$ cat config.mk
export PLATFORM = sky130hd
export DESIGN_NAME = sii_front
export DESIGN_NICKNAME = d
export VERILOG_FILES = /design/src/sv/sii_pkg.sv /design/src/sv/sii_front.sv
export SDC_FILE = /design/constraint.sdc
export NUM_CORES = 1
export LEC_CHECK = 0
export BUFFER_PORTS_ARGS = -buffer_cell sky130_fd_sc_hd__buf_2
export CAP_MARGIN = 10
export CORE_MARGIN = 1
export CORE_UTILIZATION = 52
export DETAILED_ROUTE_END_ITERATION = 7
export GPL_ROUTABILITY_DRIVEN = 0
export GPL_TIMING_DRIVEN = 0
export PLACE_DENSITY_LB_ADDON = 0.05
export SYNTH_ARGS = -nofsm -noshare
export SYNTH_HDL_FRONTEND = slang
export SYNTH_SLANG_ARGS = --single-unit
$ cat constraint.sdc
create_clock -name clk -period 7.1 [get_ports clk]
set_input_delay 1.42 -clock clk [delete_from_list [all_inputs] [get_ports clk]]
set_output_delay 1.42 -clock clk [all_outputs]
set_load 0.005 [all_outputs]
$ cat src/sv/sii_pkg.sv
// Shared types and constants of the secondary index unit.
// No dependencies.
package sii_pkg;

  localparam int KEY_ENTRIES_DEF   = 256;
  localparam int LABEL_ENTRIES_DEF = 1024;
  localparam int MAX_IDS_OUT_DEF   = 64;
  localparam int QUEUE_DEPTH       = 2;

  typedef enum logic [1:0] {
    KIND_ADD    = 2'd0,
    KIND_REMOVE = 2'd1,
    KIND_SEARCH = 2'd2
  } kind_t;

  localparam logic [1:0] ST_OK        = 2'd0;
  localparam logic [1:0] ST_NOT_FOUND = 2'd1;
  localparam logic [1:0] ST_FULL      = 2'd2;
  localparam logic [1:0] ST_TRUNC     = 2'd3;

  typedef struct packed {
    kind_t        kind;
    logic [63:0]  key;
    logic [31:0]  id;
  } req_t;

  typedef enum logic [3:0] {
    S_IDLE, S_BS_CHK, S_BS_CMP, S_LOOK, S_INS_RD, S_INS_WR,
    S_RM_RD, S_RM_CHK, S_DEL_RD, S_DEL_WR, S_SR_RD, S_SR_OUT
  } state_t;

endpackage

$ cat src/sv/sii_front.sv
// Front end: accepts requests, drops unused kinds, queues the rest.
// Depends on sii_pkg.
module sii_front import sii_pkg::*; (
  input  logic        clk,
  input  logic        rst,
  input  logic        start,
  output logic        busy,
  input  logic [1:0]  kind,
  input  logic [63:0] key,
  input  logic [31:0] record_id,
  output logic        q_valid,
  output req_t        q_req,
  input  logic        q_pop
);

  localparam int QW = (QUEUE_DEPTH > 1) ? $clog2(QUEUE_DEPTH) : 1;

  req_t            slots [QUEUE_DEPTH];
  logic [QW-1:0]   wptr, rptr;
  logic [QW:0]     count;
  logic            legal, push, pop;

  always_comb begin
    unique case (kind)
      KIND_ADD, KIND_REMOVE, KIND_SEARCH: legal = 1'b1;
      default: legal = 1'b0;
    endcase
  end

  assign busy    = (count == (QW+1)'(QUEUE_DEPTH));
  assign push    = start && !busy && legal;
  assign q_valid = (count != '0);
  assign pop     = q_pop && q_valid;
  assign q_req   = slots[rptr];

  always_ff @(posedge clk) begin
    if (push) begin
      slots[wptr] <= '{kind: kind_t'(kind), key: key, id: record_id};
    end
    if (rst) begin
      wptr  <= '0;
      rptr  <= '0;
      count <= '0;
    end else begin
      if (push) wptr <= (wptr == QW'(QUEUE_DEPTH-1)) ? '0 : wptr + 1'b1;
      if (pop)  rptr <= (rptr == QW'(QUEUE_DEPTH-1)) ? '0 : rptr + 1'b1;
      count <= count + (QW+1)'(push) - (QW+1)'(pop);
    end
  end

endmodule

==> impl_metrics.env <==
export IMPL_status="complete, no violations"
export IMPL_power_density_nw_per_um2=355
export IMPL_wire_per_inst_um=17.0
export IMPL_r2r_cells=5
export IMPL_synth_adder_area_share_pct=0.338
export IMPL_drtIter0Drc=163
export IMPL_finalCriticalPeriod_ns=3.17
export IMPL_die_w_um=121
export IMPL_vdd_drop_max_mv=0.201
export IMPL_setup_viol=0
export IMPL_p_total_mw=3.33
export IMPL_cp_slowest_cell="dfxtp_1"
export IMPL_core_area_um2=13900
export IMPL_dr_pass1_iters=4
export IMPL_die_y_um=121
export IMPL_r2r_end="slots[1][60]$_DFFE_PP_"
export IMPL_grt_overflow=0
export IMPL_crit_arrival_ns=1.75
export IMPL_busiest_layer="met2"
export IMPL_avgSynthCellArea_um2=22.3
export IMPL_rows=43
export IMPL_synth_top_family_by_area="multiplexers"
export IMPL_combPwrFrac_pct=24.6
export IMPL_grt_pass1_wl_mm=19.1
export IMPL_antenna_found_initial=0
export IMPL_final_core_util_pct=67.6
export IMPL_routed_wl_mm=12.9
export IMPL_nNetsFinal=666
export IMPL_placed_area_um2=8770
export IMPL_die_area_um2=14700
export IMPL_grt_max_degree=33
export IMPL_rsz0062_at_grt="no"
export IMPL_p_leak_nw=3.57
export IMPL_hold_depth=2
export IMPL_initial_core_util_pct=53.3
export IMPL_viasPerCell=4.95
export IMPL_maxSlewViolCount=0
export IMPL_seq_area_frac_synth_pct=80.9
export IMPL_synth_fp_nets=436
export IMPL_timing_reg2reg_setup_slack_ns=5.17
export IMPL_p_sw_mw=0.825
export IMPL_track_usage_pct=17.2
export IMPL_drcViolationCount=0
export IMPL_cts_root_buf="clkbuf_16"
export IMPL_end_kind="primary output"
export IMPL_synth_compound_gate_area_share_pct=0.101
export IMPL_gr_usage_met2_pct=29.3
export IMPL_register_area_um2=5990
export IMPL_clkSlewWorstSetupHoldPaths_ns=0.06
export IMPL_r2r_start="count[0]$_SDFF_PP0_"
export IMPL_drive_above_1_share_pct=60.5
export IMPL_critPathRequiredTime_ns=5.68
export IMPL_fill_cells=988
export IMPL_period_share_pct=44.7
export IMPL_synth_cell_types=19
export IMPL_clockPowerShare_pct=29.9
export IMPL_area_delta_synth_final_pct=26.8
export IMPL_cts_tree="done"
export IMPL_sw_frac_of_total_pct=24.8
export IMPL_cts_setup_buffers=0
export IMPL_finalHoldViolCount=0
export IMPL_drv_cap=0
export IMPL_io_buffers=201
export IMPL_numCtsBuffers=21
export IMPL_synth_xor_area_share_pct=0.237
export IMPL_ctsHtreeMaxLevel=1
export IMPL_ys_warn_count=0
export IMPL_diodes=0
export IMPL_cts_hold_buf=0
export IMPL_setup_tns_ns=0
export IMPL_cp_start_kind="register"
export IMPL_seqPwrFrac_pct=45.4
export IMPL_crit_path_cell_trace="buf_6, buf_6, buf_6, mux2_4, buf_2"
export IMPL_grt_pass1_vias=3885
export IMPL_multi_input_area_um2=1340
export IMPL_place_inst=719
export IMPL_worstSkewPairLatency_ns=0.49
export IMPL_critical_path_class="register to primary output"
export IMPL_fin_cells=755
export IMPL_dr_total_vias=3740
export IMPL_hp_class="register to register"
export IMPL_critPathMaxStageDelay_ns=0.32
export IMPL_max_clock_path_buffers=3
export IMPL_globalRouteMet1Util_pct=20.1
export IMPL_relSlewSlack_pct=63.6
export IMPL_syn_area_um2=7400
export IMPL_cp_max_fo=10
export IMPL_met3_usage_pct=5.78
export IMPL_tightest_slew_ns=0.544
export IMPL_cts_sinks=201
export IMPL_fmax_mhz=315
export IMPL_p_int_mw=2.50
export IMPL_fin_area_um2=9390
export IMPL_dpl_hpwl_mm=8.40
export IMPL_crit_path_frequent_cell="buf_6"
export IMPL_ys_ff_latch=201
export IMPL_holdPathEnd="rptr$_SDFFE_PP0P_"
export IMPL_muxShareOfSynthArea_pct=16.1
export IMPL_hold_path_startpoint="rptr$_SDFFE_PP0P_"
export IMPL_syn_inst=332
export IMPL_synthSimpleGateAreaFrac_pct=1.18
export IMPL_skew_ns=0.00728
export IMPL_io_pins=202
export IMPL_antenna_left=0
export IMPL_ctsResizeCount=0
==> through the flow <==
stage	worst slack (ns)	hold WS (ns)
final	3.93	0.518
after global routing	3.82	0.549
after CTS	3.89	0.521
after detailed placement	4.03	0.505
after global placement	-1.61	0.499
after floorplan	0.850	0.481
==> layout by cell type (no fill, tap or decap) <==
| master | count |
|---|---|
| and2_1 | 1 |
| buf_12 | 6 |
| buf_2 | 208 |
| buf_6 | 4 |
| bufinv_16 | 1 |
| clkbuf_1 | 6 |
| clkbuf_16 | 21 |
| clkinv_1 | 4 |
| clkinv_2 | 2 |
| dfxtp_1 | 5 |
| edfxtp_1 | 196 |
| ha_1 | 2 |
| inv_1 | 2 |
| inv_6 | 2 |
| mux2_2 | 79 |
| mux2_4 | 20 |
| nand2_1 | 1 |
| nand3b_4 | 1 |
| nor2_1 | 5 |
| nor2_4 | 2 |
| nor2b_1 | 1 |
| nor2b_4 | 1 |
| nor3_1 | 1 |
| o21a_1 | 1 |
| or2_2 | 1 |
| xnor2_1 | 1 |
| xor2_1 | 1 |
==> registers in the layout, summed over array words and instances (netlist names), named ones only <==
register and count:
count 2, rptr 1, slots 196, wptr 1
==> metal layers <==
layer / wire, um / part of all wire (%) / vias up
met4: 302 / 2.3 / 0
met1: 4930 / 38 / 1808
met3: 1140 / 8.8 / 23
met5: 0 / 0 / -
li1: - / - / 1773
met2: 6490 / 50 / 136
==> worst max path at each step <==
stage / endpoint / slack (ns) / depth (start not counted)
finish: q_req[82] / 3.93 / 5
global route: q_req[9] / 3.82 / 4
CTS: q_req[82] / 3.89 / 5
detailed placement: slots[1][38]$_DFFE_PP_ / 4.03 / 6
global placement: slots[1][34]$_DFFE_PP_ / -1.61 / 4
floorplan: slots[0][0]$_DFFE_PP_ / 0.85 / 3
==> critical path, delay by kind of cell, from the launching register on <==
family	cells	cell delay [ns]
flip-flops	1	0.32
buffers and inverters	4	0.63
multiplexers	1	0.32
==> cells by family after synthesis <==
group	Yosys count
DFF	201
muxes	99
and+or+nand+nor	14
buffers and inverters	13
xor gates and xnor gates	2
adders and majority gates	2
AOI/OAI and AO/OA	1
==> synthesized netlist by cell type (all sizes together) <==
library cell / n / share of area, %
buf: 11 / 1.1
xor2: 1 / 0.12
o21a: 1 / 0.10
nor2: 7 / 0.36
nor3: 1 / 0.068
mux2: 99 / 16
xnor2: 1 / 0.12
edfxtp: 196 / 80
or2: 1 / 0.085
nand3b: 1 / 0.27
nor2b: 2 / 0.27
ha: 2 / 0.34
nand2: 1 / 0.051
dfxtp: 5 / 1.4
inv: 2 / 0.10
and2: 1 / 0.085
==> power groups by stage <==
stage	logic, mW	clock network, mW	registers [mW]
2_1_floorplan	0.492	0	1.55
3_3_place_gp	0.795	0	1.57
3_5_place_dp	0.834	0	1.54
4_1_cts	0.840	1.02	1.51
5_1_grt	0.893	1.06	1.53
6_report	0.820	0.996	1.51
==> final cells by class <==
| class | instances | share of cell area, % |
|---|---|---|
| plain buffers | 11 | 0.853 |
| clock buffers | 27 | 5.84 |
| repair buffers | 207 | 12.0 |
| multi-input cells | 118 | 14.3 |
| well taps | 180 | 2.40 |
| clock inverters | 9 | 0.773 |
| inverters | 2 | 0.0800 |
| flip-flops and latches | 201 | 63.8 |
Note: power is estimated with default switching activity, not from simulation.
